$ cat config.mk
export PLATFORM = sky130hd
export DESIGN_NAME = calendar_clock_second_tick
export DESIGN_NICKNAME = d
export VERILOG_FILES = /design/src/hdl/rtc_pkg.sv /design/src/hdl/rtc_advance.sv /design/src/hdl/calendar_clock_second_tick.sv
export SDC_FILE = /design/constraint.sdc
export NUM_CORES = 1
export LEC_CHECK = 0
export BUFFER_PORTS_ARGS = -buffer_cell sky130_fd_sc_hd__clkbuf_2
export CORE_UTILIZATION = 32
export DETAILED_ROUTE_END_ITERATION = 6
export GPL_TIMING_DRIVEN = 0
export PLACE_DENSITY = 0.58
export SLEW_MARGIN = 30
export SYNTH_ARGS = -nofsm -noshare
export SYNTH_HDL_FRONTEND = slang
export SYNTH_SLANG_ARGS = --single-unit
$ cat constraint.sdc
create_clock -name aclk -period 10.5 [get_ports aclk]
set_input_delay 2.1 -clock aclk [delete_from_list [all_inputs] [get_ports aclk]]
set_output_delay 2.1 -clock aclk [all_outputs]
set_load 0.01 [all_outputs]
$ cat src/hdl/rtc_pkg.sv
package rtc_pkg;

    localparam int unsigned SEC_W   = 6;
    localparam int unsigned MIN_W   = 6;
    localparam int unsigned HOUR_W  = 5;
    localparam int unsigned DAY_W   = 5;
    localparam int unsigned MONTH_W = 4;
    localparam int unsigned YEAR_W  = 14;

    localparam logic [SEC_W-1:0]   SECONDS_PER_MINUTE = SEC_W'(60);
    localparam logic [MIN_W-1:0]   MINUTES_PER_HOUR   = MIN_W'(60);
    localparam logic [HOUR_W-1:0]  HOURS_PER_DAY      = HOUR_W'(24);
    localparam logic [MONTH_W-1:0] MONTHS_PER_YEAR    = MONTH_W'(12);
    localparam logic [MONTH_W-1:0] MONTH_JANUARY      = MONTH_W'(1);
    localparam logic [MONTH_W-1:0] MONTH_FEBRUARY     = MONTH_W'(2);
    localparam logic [DAY_W-1:0]   DAY_FIRST          = DAY_W'(1);
    localparam logic [DAY_W-1:0]   DAYS_LONG_MONTH    = DAY_W'(31);
    localparam logic [DAY_W-1:0]   DAYS_LEAP_FEBRUARY = DAY_W'(29);
    localparam logic [YEAR_W-1:0]  YEAR_LIMIT         = YEAR_W'(9999);
    localparam logic [YEAR_W-1:0]  YEAR_RESET         = YEAR_W'(2000);

    localparam logic [DAY_W-1:0] MONTH_DAYS [12] = '{
        DAY_W'(31), DAY_W'(28), DAY_W'(31), DAY_W'(30), DAY_W'(31), DAY_W'(30),
        DAY_W'(31), DAY_W'(31), DAY_W'(30), DAY_W'(31), DAY_W'(30), DAY_W'(31)
    };

    // Reciprocal of 25 for 14-bit years: floor(y * 20972 / 2^19) == y / 25.
    localparam int unsigned   DIV25_SHIFT = 19;
    localparam int unsigned   DIV25_MUL_W = 15;
    localparam int unsigned   DIV25_PROD_W = YEAR_W + DIV25_MUL_W;
    localparam int unsigned   DIV25_QUO_W = DIV25_PROD_W - DIV25_SHIFT;
    localparam logic [DIV25_MUL_W-1:0] DIV25_MUL = DIV25_MUL_W'(20972);
    localparam logic [YEAR_W-1:0]      DIVISOR_25 = YEAR_W'(25);

    typedef struct packed {
        logic [SEC_W-1:0]   second;
        logic [MIN_W-1:0]   minute;
        logic [HOUR_W-1:0]  hour;
        logic [DAY_W-1:0]   day;
        logic [MONTH_W-1:0] month;
        logic [YEAR_W-1:0]  year;
    } rtc_time_t;

    localparam rtc_time_t RTC_RESET = '{
        second: '0, minute: '0, hour: '0,
        day: DAY_FIRST, month: MONTH_JANUARY, year: YEAR_RESET
    };

    // Divisible by 100 is divisible by 4 and by 25; by 400 is by 16 and by 25.
    function automatic logic leap_year(input logic [YEAR_W-1:0] y);
        logic [DIV25_PROD_W-1:0] prod;
        logic [DIV25_QUO_W-1:0]  quo;
        logic [YEAR_W-1:0]       rem;
        logic                    mul25;
        logic                    div4;
        logic                    div16;
        prod  = DIV25_PROD_W'(y) * DIV25_PROD_W'(DIV25_MUL);
        quo   = prod[DIV25_PROD_W-1:DIV25_SHIFT];
        rem   = y - YEAR_W'(YEAR_W'(quo) * DIVISOR_25);
        mul25 = (rem == '0);
        div4  = (y[1:0] == 2'b00);
        div16 = (y[3:0] == 4'b0000);
        return (div4 && !mul25) || (div16 && mul25);
    endfunction

    function automatic logic [DAY_W-1:0] days_in_month(input logic [MONTH_W-1:0] m,
                                                      input logic [YEAR_W-1:0]  y);
        logic [MONTH_W-1:0] idx;
        idx = m - MONTH_JANUARY;
        if (m < MONTH_JANUARY || m > MONTHS_PER_YEAR) begin
            return DAYS_LONG_MONTH;
        end else if (m == MONTH_FEBRUARY && leap_year(y)) begin
            return DAYS_LEAP_FEBRUARY;
        end
        return MONTH_DAYS[idx];
    endfunction

endpackage

$ cat src/hdl/rtc_advance.sv
module rtc_advance
    import rtc_pkg::*;
(
    input  logic      action,
    input  rtc_time_t load_time,
    input  rtc_time_t cur_time,
    output rtc_time_t next_time,
    output logic      day_rolled
);

    logic            sec_wrap;
    logic            min_wrap;
    logic            hour_wrap;
    logic [DAY_W-1:0] month_len;
    rtc_time_t       tick_time;

    // Counters may hold loaded values out of range, so compare with >=.
    assign sec_wrap  = (cur_time.second >= SECONDS_PER_MINUTE - SEC_W'(1));
    assign min_wrap  = (cur_time.minute >= MINUTES_PER_HOUR - MIN_W'(1));
    assign hour_wrap = (cur_time.hour >= HOURS_PER_DAY - HOUR_W'(1));
    assign month_len = days_in_month(cur_time.month, cur_time.year);

    always_comb begin
        tick_time = cur_time;
        if (!sec_wrap) begin
            tick_time.second = cur_time.second + SEC_W'(1);
        end else begin
            tick_time.second = '0;
            if (!min_wrap) begin
                tick_time.minute = cur_time.minute + MIN_W'(1);
            end else begin
                tick_time.minute = '0;
                if (!hour_wrap) begin
                    tick_time.hour = cur_time.hour + HOUR_W'(1);
                end else begin
                    tick_time.hour = '0;
                    if (cur_time.day < month_len) begin
                        tick_time.day = cur_time.day + DAY_W'(1);
                    end else begin
                        tick_time.day = DAY_FIRST;
                        if (cur_time.month < MONTHS_PER_YEAR) begin
                            tick_time.month = cur_time.month + MONTH_W'(1);
                        end else begin
                            tick_time.month = MONTH_JANUARY;
                            if (cur_time.year >= YEAR_LIMIT) begin
                                tick_time.year = '0;
                            end else begin
                                tick_time.year = cur_time.year + YEAR_W'(1);
                            end
                        end
                    end
                end
            end
        end
    end

    assign next_time  = action ? load_time : tick_time;
    assign day_rolled = !action && sec_wrap && min_wrap && hour_wrap;

endmodule

$ cat src/hdl/calendar_clock_second_tick.sv
// Real-time clock and calendar advanced by one-second ticks.
// Input channel (s_valid/s_ready): s_action = 0 is a one-second tick,
// s_action = 1 loads the s_load_* time and date fields as given.
// Result channel (m_valid/m_ready): the full time and date after each item,
// plus m_day_rolled, set when a tick carried from 23:59:59 into a new day.
// Every item produces exactly one result, in the cycle after it is accepted.
// Throughput is one item per cycle: the calendar registers are updated at
// acceptance and double as the result register, and the carry chain with
// the month-length and leap-year decode is a single combinational stage.
// While a result waits, s_ready stays high only in a cycle where the
// receiver takes it (m_ready high); a stalled receiver therefore holds off
// the next item and the result stays stable.
// Synchronous active-low reset sets 00:00:00 on January 1, 2000 and
// empties the result register.
module calendar_clock_second_tick
    import rtc_pkg::*;
(
    input  logic               aclk,
    input  logic               aresetn,
    input  logic               s_valid,
    output logic               s_ready,
    input  logic               s_action,
    input  logic [SEC_W-1:0]   s_load_second,
    input  logic [MIN_W-1:0]   s_load_minute,
    input  logic [HOUR_W-1:0]  s_load_hour,
    input  logic [DAY_W-1:0]   s_load_day,
    input  logic [MONTH_W-1:0] s_load_month,
    input  logic [YEAR_W-1:0]  s_load_year,
    output logic               m_valid,
    input  logic               m_ready,
    output logic [SEC_W-1:0]   m_cur_second,
    output logic [MIN_W-1:0]   m_cur_minute,
    output logic [HOUR_W-1:0]  m_cur_hour,
    output logic [DAY_W-1:0]   m_cur_day,
    output logic [MONTH_W-1:0] m_cur_month,
    output logic [YEAR_W-1:0]  m_cur_year,
    output logic               m_day_rolled
);

    rtc_time_t time_reg;
    rtc_time_t time_next;
    rtc_time_t load_time;
    logic      rolled_reg;
    logic      rolled_next;
    logic      valid_reg;
    logic      accept;

    assign load_time = '{
        second: s_load_second, minute: s_load_minute, hour: s_load_hour,
        day: s_load_day, month: s_load_month, year: s_load_year
    };

    assign s_ready = !valid_reg || m_ready;
    assign accept  = s_valid && s_ready;

    rtc_advance u_advance (
        .action     (s_action),
        .load_time  (load_time),
        .cur_time   (time_reg),
        .next_time  (time_next),
        .day_rolled (rolled_next)
    );

    always_ff @(posedge aclk) begin
        if (!aresetn) begin
            time_reg   <= RTC_RESET;
            rolled_reg <= 1'b0;
            valid_reg  <= 1'b0;
        end else begin
            if (accept) begin
                time_reg   <= time_next;
                rolled_reg <= rolled_next;
                valid_reg  <= 1'b1;
            end else if (m_ready) begin
                valid_reg  <= 1'b0;
            end
        end
    end

    assign m_valid      = valid_reg;
    assign m_cur_second = time_reg.second;
    assign m_cur_minute = time_reg.minute;
    assign m_cur_hour   = time_reg.hour;
    assign m_cur_day    = time_reg.day;
    assign m_cur_month  = time_reg.month;
    assign m_cur_year   = time_reg.year;
    assign m_day_rolled = rolled_reg;

endmodule

==> flow_summary.ini, run 1 <==
[floorplanning]
die_h_microns = 155
die_w_microns = 155
start_util = 0.329
pin_count = 88
die_area_sq_um = 24100
rows = 55
core_sq_um = 22800

[synthesis]
synth_edf_count = 0
syn_nets = 1142
synth_flop_cell = dfxtp_1
netlist_instances = 865
netlist_area_sq_um = 7520
ys_warn_count = 0
ys_seq_area_frac = 0.112
synthTopCellsByArea = ha_1 25%, fa_1 21%, dfxtp_1 11%
synth.top_cell.area_share = 0.255
synth_seq_cells = 42
synthArstFlopShare = 0
yosysTopAreaCell = ha_1
syn_avg_cell_area_sq_um = 8.69
ys_types = 64

[sta]
worstMarginPinSlew_ns = 0.861
holdWs_ns = 0.507
max_clock_freq_mhz = 92.7
slew_headroom = 0.422
drv_slew = 0
fin_crit_ns = 10.78
rsz0062_at_grt = yes
setup_viol = 20
hold_violations = 0
setup_slack_ns = -0.283
period_share = 1.03
skew_ns = 0.00845

[critical_path]
max_stage_delay_ns = 0.59
cp_data_arrival_time_ns = 10.97
regToRegSetupSlack_ns = -0.28
worst_r2r_endpoint = m_cur_year[0]$_SDFFE_PN0P_
rr_startpoint = m_cur_year[11]$_SDFFE_PN0P_
crit_buf_inv = 6
crit_path_max_fanout = 6
slowest_stage = fa_1
crit_family = adder cells
crit_path_start_kind = register
crit_type = register to register
cp-end-kind = register
crit_required_ns = 10.69
crit_path_frequent_cell = fa_1
r2r_cells = 43

[clock_tree]
cts_buffers = 5
h-tree-depth = 2
clk_path_buf_depth = 2
cts_tree = done
path_clk_slew_ns = 0.07
insertion_delay_ns = 0.29
root_buffer = clkbuf_16
clock_sinks = 42
hold_buffers = 0

[power_and_ir_drop]
power_leakage_nw = 4.72
pwr-share-seq = 0.058
p_int_mw = 1.50
comb_power_share = 0.871
ir_drop_mv = 0.508
power_switching_mw = 1.37
p_per_area_nw_per_um2 = 279
clkPwrFrac = 0.071
p_sw_frac = 0.478

[global_route]
grt_pass1_vias = 6960
antenna_found_initial = 1
overflow = 0
grt_pass1_wl_microns = 36500
grtUsageTotal = 0.192
grt_max_degree = 14

[layout]
layout.nets = 1322
final_common_cell = inv_1
layout_common_cells = 126 x inv_1, 122 x ha_1, 88 x clkbuf_2, 75 x fa_1, 72 x buf_4
drive_gt1_frac = 0.325
syn_to_final_growth_pct = 37.3

[worst_hold_path]
min_to = m_day_rolled$_SDFFE_PN0P_
hold_start = m_day_rolled$_SDFFE_PN0P_
hold_path_depth = 2
min_path_type = register to register

[detailed_routing]
drc = 0
post_drt_wl_per_cell_microns = 17.0
ant_nets = 0
first_pass_iters = 4
num_vias = 6857
wirelength_microns = 23200
vias_per_cell = 5.04
first_iter_violations = 325

[flow_run]
cap_violations = 0

[placement]
pre_cts_ws_ns = -1.89
hpwl_microns = 17200
io_buffers = 87
routabilityCongestion = 0.851

[run_status]
outcome = finished with violations
violations = setup timing
timing repair:
item / in CTS / in global routing
buffers inserted: 58 / 27
setup endpoints to repair: 23 / 23
gates cloned: 2 / 0
pin swaps: 78 / 77
resized for setup: 136 / 69
hold endpoints to repair: 0 / 0
how the worst max path moves through the flow:
stage / start / to / depth (start not counted)
after floorplan: m_cur_year[12]$_SDFFE_PN0P_ / m_cur_year[2]$_SDFFE_PN0P_ / 46
after global placement: m_cur_year[0]$_SDFFE_PN0P_ / m_cur_day[1]$_SDFFE_PN0P_ / 41
after detailed placement: m_cur_year[0]$_SDFFE_PN0P_ / m_cur_day[1]$_SDFFE_PN0P_ / 41
after CTS: m_cur_year[11]$_SDFFE_PN0P_ / m_cur_year[1]$_SDFFE_PN0P_ / 44
after global routing: m_cur_year[11]$_SDFFE_PN0P_ / m_cur_year[0]$_SDFFE_PN0P_ / 45
final: m_cur_year[11]$_SDFFE_PN0P_ / m_cur_year[0]$_SDFFE_PN0P_ / 43
kinds of logic (layout without fill, tap and decap cells):
logic type | after synthesis | count (layout) | share of synthesized area
xor gates and xnor gates | 28 | 28 | 0.0326
muxes | 6 | 6 | 0.00816
and+or+nand+nor | 202 | 202 | 0.130
DFF | 42 | 42 | 0.112
buffers and inverters | 176 | 357 | 0.0892
AOI/OAI and AO/OA | 179 | 179 | 0.163
other | 0 | 1 | 0
adders and majority gates | 232 | 232 | 0.465
flip-flops by register name (all words and copies together) (netlist names):
register	flops
m_cur_hour	5
m_day_rolled	1
m_valid	1
m_cur_minute	6
m_cur_second	6
m_cur_day	5
m_cur_month	4
m_cur_year	14
cell type report:
class | instances | area (sq um)
Clock inverter | 1 | 30.0
Tap cell | 313 | 392
Multi-Input combinational cell | 647 | 6910
Clock buffer | 7 | 164
Antenna cell | 1 | 2.50
Sequential cell | 42 | 893
Timing Repair Buffer | 174 | 1190
Inverter | 151 | 604
Fill cell | 2210 | 12500
Buffer | 24 | 135
tightest hold or removal path, cell delays in order (launching register included):
cell	delay [ns]
dfxtp_1	0.33
a21oi_1	0.06
nor2_1	0.07
stage by stage:
stage / area [sq um] / cells / power, mW / TNS (ns) / utilization
global route: 10300 / 1360 / 3.10 / -10.48 / 0.452
detailed placement: 8370 / 1265 / 1.83 / -39.41 / 0.366
floorplan: 7540 / 865 / 1.51 / 0 / -
global placement: 8370 / 1265 / 1.82 / -38.38 / 0.366
CTS: 9740 / 1332 / 2.48 / -3.57 / 0.426
finish: 10300 / 1360 / 2.88 / -3.64 / 0.452
cells in the mapped netlist, types with 2 or more instances:
cell type,count
o21a_1,3
buf_2,2
o221ai_1,7
o21ai_0,29
fa_1,79
a21o_1,9
nand4_1,4
o31a_1,2
a211oi_1,14
ha_1,153
and4_1,2
or2_2,7
nand2b_1,10
nor2_1,61
nor3b_1,4
a32o_1,2
o31ai_1,6
a21oi_1,53
clkbuf_1,21
xor2_1,5
a22oi_1,5
dfxtp_1,42
inv_1,150
or3_1,2
o21bai_1,2
o311ai_0,2
a311oi_1,2
o211ai_1,6
and2_1,2
and3_1,7
a2111oi_0,8
nor3_1,19
o2111ai_1,3
nand2_1,47
o311a_1,2
nor4_1,4
a221o_1,2
xnor2_1,23
a211o_1,4
mux2i_1,5
a221oi_1,7
and4b_1,3
nor2b_1,7
nand3_1,18
layer usage:
metal  vias up  wire, microns  GRT usage
met3        31            981     0.0242
met1      3327          10700      0.260
met2       168          11100      0.325
li1       3331              -          -
met4         0            441     0.0467
met5         -              0          0
power groups by stage:
stage	clock network (mW)	registers (mW)	logic, mW
global route	0.212	0.168	2.72
global placement	0	0.175	1.65
finish	0.204	0.168	2.51
detailed placement	0	0.175	1.66
CTS	0.205	0.168	2.11
floorplan	0	0.175	1.34
Power figures use the tool's default switching activity.
==> run 2: changes to the inputs <==
CORE_MARGIN = 8   (was unset)
==> flow_summary.ini, run 2 (synthesized netlist as in run 1, its figures left out) <==
[run_status]
outcome = finished with violations
violations = setup timing

[critical_path]
max_stage_delay_ns = 0.56
crit_path_max_fanout = 6
cp-end-kind = register
cp_data_arrival_time_ns = 10.82
slowest_stage = fa_2
crit_path_start_kind = register
crit_required_ns = 10.64
crit_type = register to register

[layout]
instances_no_fill = 1354
syn_to_final_growth_pct = 34.5
drive_gt1_frac = 0.306
layout_common_cells = 130 x ha_1, 129 x inv_1, 87 x clkbuf_2, 75 x fa_1, 68 x buf_4
final.fill_count = 2295
multiInputGateArea_sq_um = 6820
layout.nets = 1311
final_common_cell = ha_1
diodes = 0
regArea_sq_um = 893
design_area_sq_um = 10100
largest_reg_flops = 14

[floorplanning]
start_util = 0.323
die_area_sq_um = 28700
pin_count = 88
rows = 56
core_sq_um = 23300
die_h_microns = 169
die_w_microns = 169

[power_and_ir_drop]
power_mw = 2.75
power_leakage_nw = 4.66
p_per_area_nw_per_um2 = 272
ir_drop_mv = 0.379

[placement]
io_buffers = 87
hpwl_microns = 17700
postPlaceCellArea_sq_um = 8380
pre_cts_ws_ns = -1.78
routabilityCongestion = 0.821
dp_cells = 1271

[detailed_routing]
post_drt_wl_per_cell_microns = 17.5
vias_per_cell = 4.99
first_pass_iters = 6
wirelength_microns = 23700
drc = 0
first_iter_violations = 360
num_vias = 6758
ant_nets = 0

[sta]
hold_violations = 0
skew_ns = 0.00640
fin_crit_ns = 10.68
rsz0062_at_grt = yes
slew_headroom = 0.243
worstMarginPinSlew_ns = 1.14
setup_viol = 19
drv_slew = 0
setup_slack_ns = -0.182
holdWs_ns = 0.523
period_share = 1.02
max_clock_freq_mhz = 93.6

[clock_tree]
root_buffer = clkbuf_16
cts_tree = done
cts_buffers = 5
path_clk_slew_ns = 0.07
clock_sinks = 42
insertion_delay_ns = 0.29
clk_path_buf_depth = 2
h-tree-depth = 2

[flow_run]
cap_violations = 0

[global_route]
grt_pass1_wl_microns = 37300
overflow = 0
grt_pass1_vias = 7021
antenna_found_initial = 0
grtUsageTotal = 0.161
grt_max_degree = 15

[worst_hold_path]
min_path_type = register to register
run 2: cell types whose count changed in the layout (fill, tap and decap cells not counted), moves of 3 or more:
| cell | delta |
|---|---|
| buf_4 | -4 |
| buf_6 | -6 |
| ha_1 | +8 |
| ha_4 | -8 |
| inv_1 | +3 |
| inv_2 | -3 |
| nor2_1 | +4 |
| nor3_2 | -5 |
| nor3_4 | +4 |
| xnor2_2 | +3 |
run 2: per-stage QoR:
step	TNS (ns)	utilization
CTS	-1.44	0.420
global route	-9.67	0.434
global placement	-37.13	0.360
floorplan	0	-
finish	-2.83	0.434
detailed placement	-36.92	0.360
run 2: layout make-up:
type                    instances  share of cell area
plain buffers                  24              0.0144
repair buffers                163               0.107
flip-flops and latches         42              0.0884
clock buffers                   6              0.0149
clock inverters                 2             0.00149
inverters                     151              0.0598
multi-input cells             647               0.675
well taps                     319              0.0395
run 2: critical path: cells and delay by family (launching register included):
| kind | cells | cell delay, ns |
|---|---|---|
| adders and majority gates | 11 | 4.27 |
| AOI/OAI and AO/OA | 15 | 3.25 |
| and+or+nand+nor | 9 | 1.83 |
| buffers and inverters | 7 | 0.51 |
| DFF | 1 | 0.37 |
| xor gates and xnor gates | 1 | 0.27 |
run 2: power by group:
part	switching (mW)	leakage (nW)	internal, mW
clock network	0.0735	0.0742	0.103
logic	1.28	4.24	1.13
registers	0.00688	0.347	0.161
run 2: timing repair:
action / CTS / global route
hold endpoints to repair: 0 / 0
cloned: 2 / 0
pin swaps: 93 / 47
endpoints found under the setup margin: 23 / 23
setup buffers: 68 / 7
hold buffers: 0 / 0
resized for setup: 143 / 51
run 2: worst paths after layout:
check	depth (start not counted)	endpoint	from	slack, ns
worst min-delay path	2	m_day_rolled$_SDFFE_PN0P_	m_day_rolled$_SDFFE_PN0P_	0.52
worst min register to register	2	m_day_rolled$_SDFFE_PN0P_	m_day_rolled$_SDFFE_PN0P_	0.52
worst max-delay path	43	m_cur_year[6]$_SDFFE_PN1P_	m_cur_year[11]$_SDFFE_PN0P_	-0.18
worst max register to register	43	m_cur_year[6]$_SDFFE_PN1P_	m_cur_year[11]$_SDFFE_PN0P_	-0.18
run 2: per-layer routing:
metal | track usage | share of wire | wire (microns) | up-vias
met5 | 0 | 0 | 0 | -
met4 | 0.0339 | 0.014 | 339 | 0
met3 | 0.0207 | 0.034 | 806 | 27
met2 | 0.275 | 0.49 | 11700 | 140
met1 | 0.214 | 0.46 | 10900 | 3283
li1 | - | - | - | 3308
==> run 3: changes to the inputs <==
RECOVER_POWER = 50   (was unset)
==> flow_summary.ini, run 3 (synthesized netlist as in run 1, its figures left out) <==
[sta]
finalSetupTns_ns = -2.93
rsz0062_at_grt = yes
hold_violations = 0
fin_crit_ns = 10.69
period_share = 1.02
drv_slew = 0
worstMarginPinSlew_ns = 1.15
skew_ns = 0.00534
max_clock_freq_mhz = 93.6
setup_viol = 19
slew_headroom = 0.231
setup_slack_ns = -0.189

[floorplanning]
pin_count = 88
rows = 56
die_w_microns = 169
start_util = 0.323
die_h_microns = 169
core_sq_um = 23300
die_area_sq_um = 28700

[critical_path]
crit_path_start_kind = register
slowest_stage = fa_2
crit_family = adder cells
max_stage_delay_ns = 0.56
crit_buf_inv = 7
cp_data_arrival_time_ns = 10.82
cp-end-kind = register
crit_required_ns = 10.64
crit_type = register to register
crit_path_max_fanout = 6

[clock_tree]
clock_sinks = 42
h-tree-depth = 2
clk_path_buf_depth = 2
root_buffer = clkbuf_16
path_clk_slew_ns = 0.07
cts_tree = done
insertion_delay_ns = 0.29
cts_buffers = 5

[run_status]
violations = setup timing
outcome = finished with violations

[layout]
layout.nets = 1311
regArea_sq_um = 893
drive_gt1_frac = 0.291
layout_common_cells = 130 x ha_1, 129 x inv_1, 75 x fa_1, 71 x clkbuf_2, 68 x buf_4
largest_reg_flops = 14
final_common_cell = ha_1
syn_to_final_growth_pct = 34.2
multiInputGateArea_sq_um = 6820
diodes = 0
final.fill_count = 2304
final_util = 0.434

[global_route]
grtUsageTotal = 0.161
grt_pass1_vias = 7021
grt_pass1_wl_microns = 37300
overflow = 0
antenna_found_initial = 0
grt_max_degree = 15

[flow_run]
cap_violations = 0

[detailed_routing]
wirelength_microns = 23700
vias_per_cell = 4.98
num_vias = 6746
post_drt_wl_per_cell_microns = 17.5
first_pass_iters = 6
first_iter_violations = 310
drc = 0
ant_nets = 0

[placement]
io_buffers = 87
hpwl_microns = 17700
routabilityCongestion = 0.821

[power_and_ir_drop]
p_per_area_nw_per_um2 = 273
power_leakage_nw = 4.61
ir_drop_mv = 0.379

[worst_hold_path]
min_path_type = register to register
==> run 3: metrics by stage <==
stage	instances	cell area, sq um	setup slack, ns	power (mW)	hold WS [ns]
2_1_floorplan	865	7540	0.00188	1.51	0.527
3_3_place_gp	1271	8380	-1.78	1.82	0.500
3_5_place_dp	1271	8380	-1.78	1.84	0.515
4_1_cts	1347	9770	-0.147	2.42	0.526
5_1_grt	1354	10100	-0.521	2.97	0.543
6_report	1354	10100	-0.189	2.75	0.520
==> run 3: final timing paths <==
check,cells after the start,slack (ns),endpoint,from
worst max-delay path,43,-0.19,m_cur_year[6]$_SDFFE_PN1P_,m_cur_year[11]$_SDFFE_PN0P_
worst min-delay path,2,0.52,m_day_rolled$_SDFFE_PN0P_,m_day_rolled$_SDFFE_PN0P_
worst max register to register,43,-0.19,m_cur_year[6]$_SDFFE_PN1P_,m_cur_year[11]$_SDFFE_PN0P_
worst min register to register,2,0.52,m_day_rolled$_SDFFE_PN0P_,m_day_rolled$_SDFFE_PN0P_
==> run 3: timing repair <==
action,CTS,global route
hold buffers,0,0
pin swaps,93,47
setup buffers,68,7
gates resized for setup,143,51
gates cloned,2,0
endpoints found under the setup margin,23,23
==> run 3: layout make-up <==
cell class                      instances  area share
Buffer                                 24      0.0144
Clock buffer                            6      0.0149
Clock inverter                          2     0.00149
Inverter                              151      0.0599
Multi-Input combinational cell        647       0.676
Sequential cell                        42      0.0886
Tap cell                              319      0.0396
Timing Repair Buffer                  163       0.105
==> run 3: report_power, final <==
group          total [mW]  internal, mW  switching, mW
logic                2.41          1.13           1.28
clock network       0.177         0.103         0.0742
registers           0.168         0.161        0.00687
total                2.75          1.39           1.36
==> run 3: tightest hold or removal path, cell delays in order, from the launching register on <==
cell     delay [ns]
dfxtp_1        0.35
a21oi_1        0.07
nor2_1         0.07
==> run 3: metal layers <==
layer  GRT usage  routed length [microns]  up-vias
met3      0.0207                      734       29
met4      0.0339                      376        0
met1       0.214                    10900     3277
li1            -                        -     3304
met5           0                        0        -
met2       0.275                    11700      136
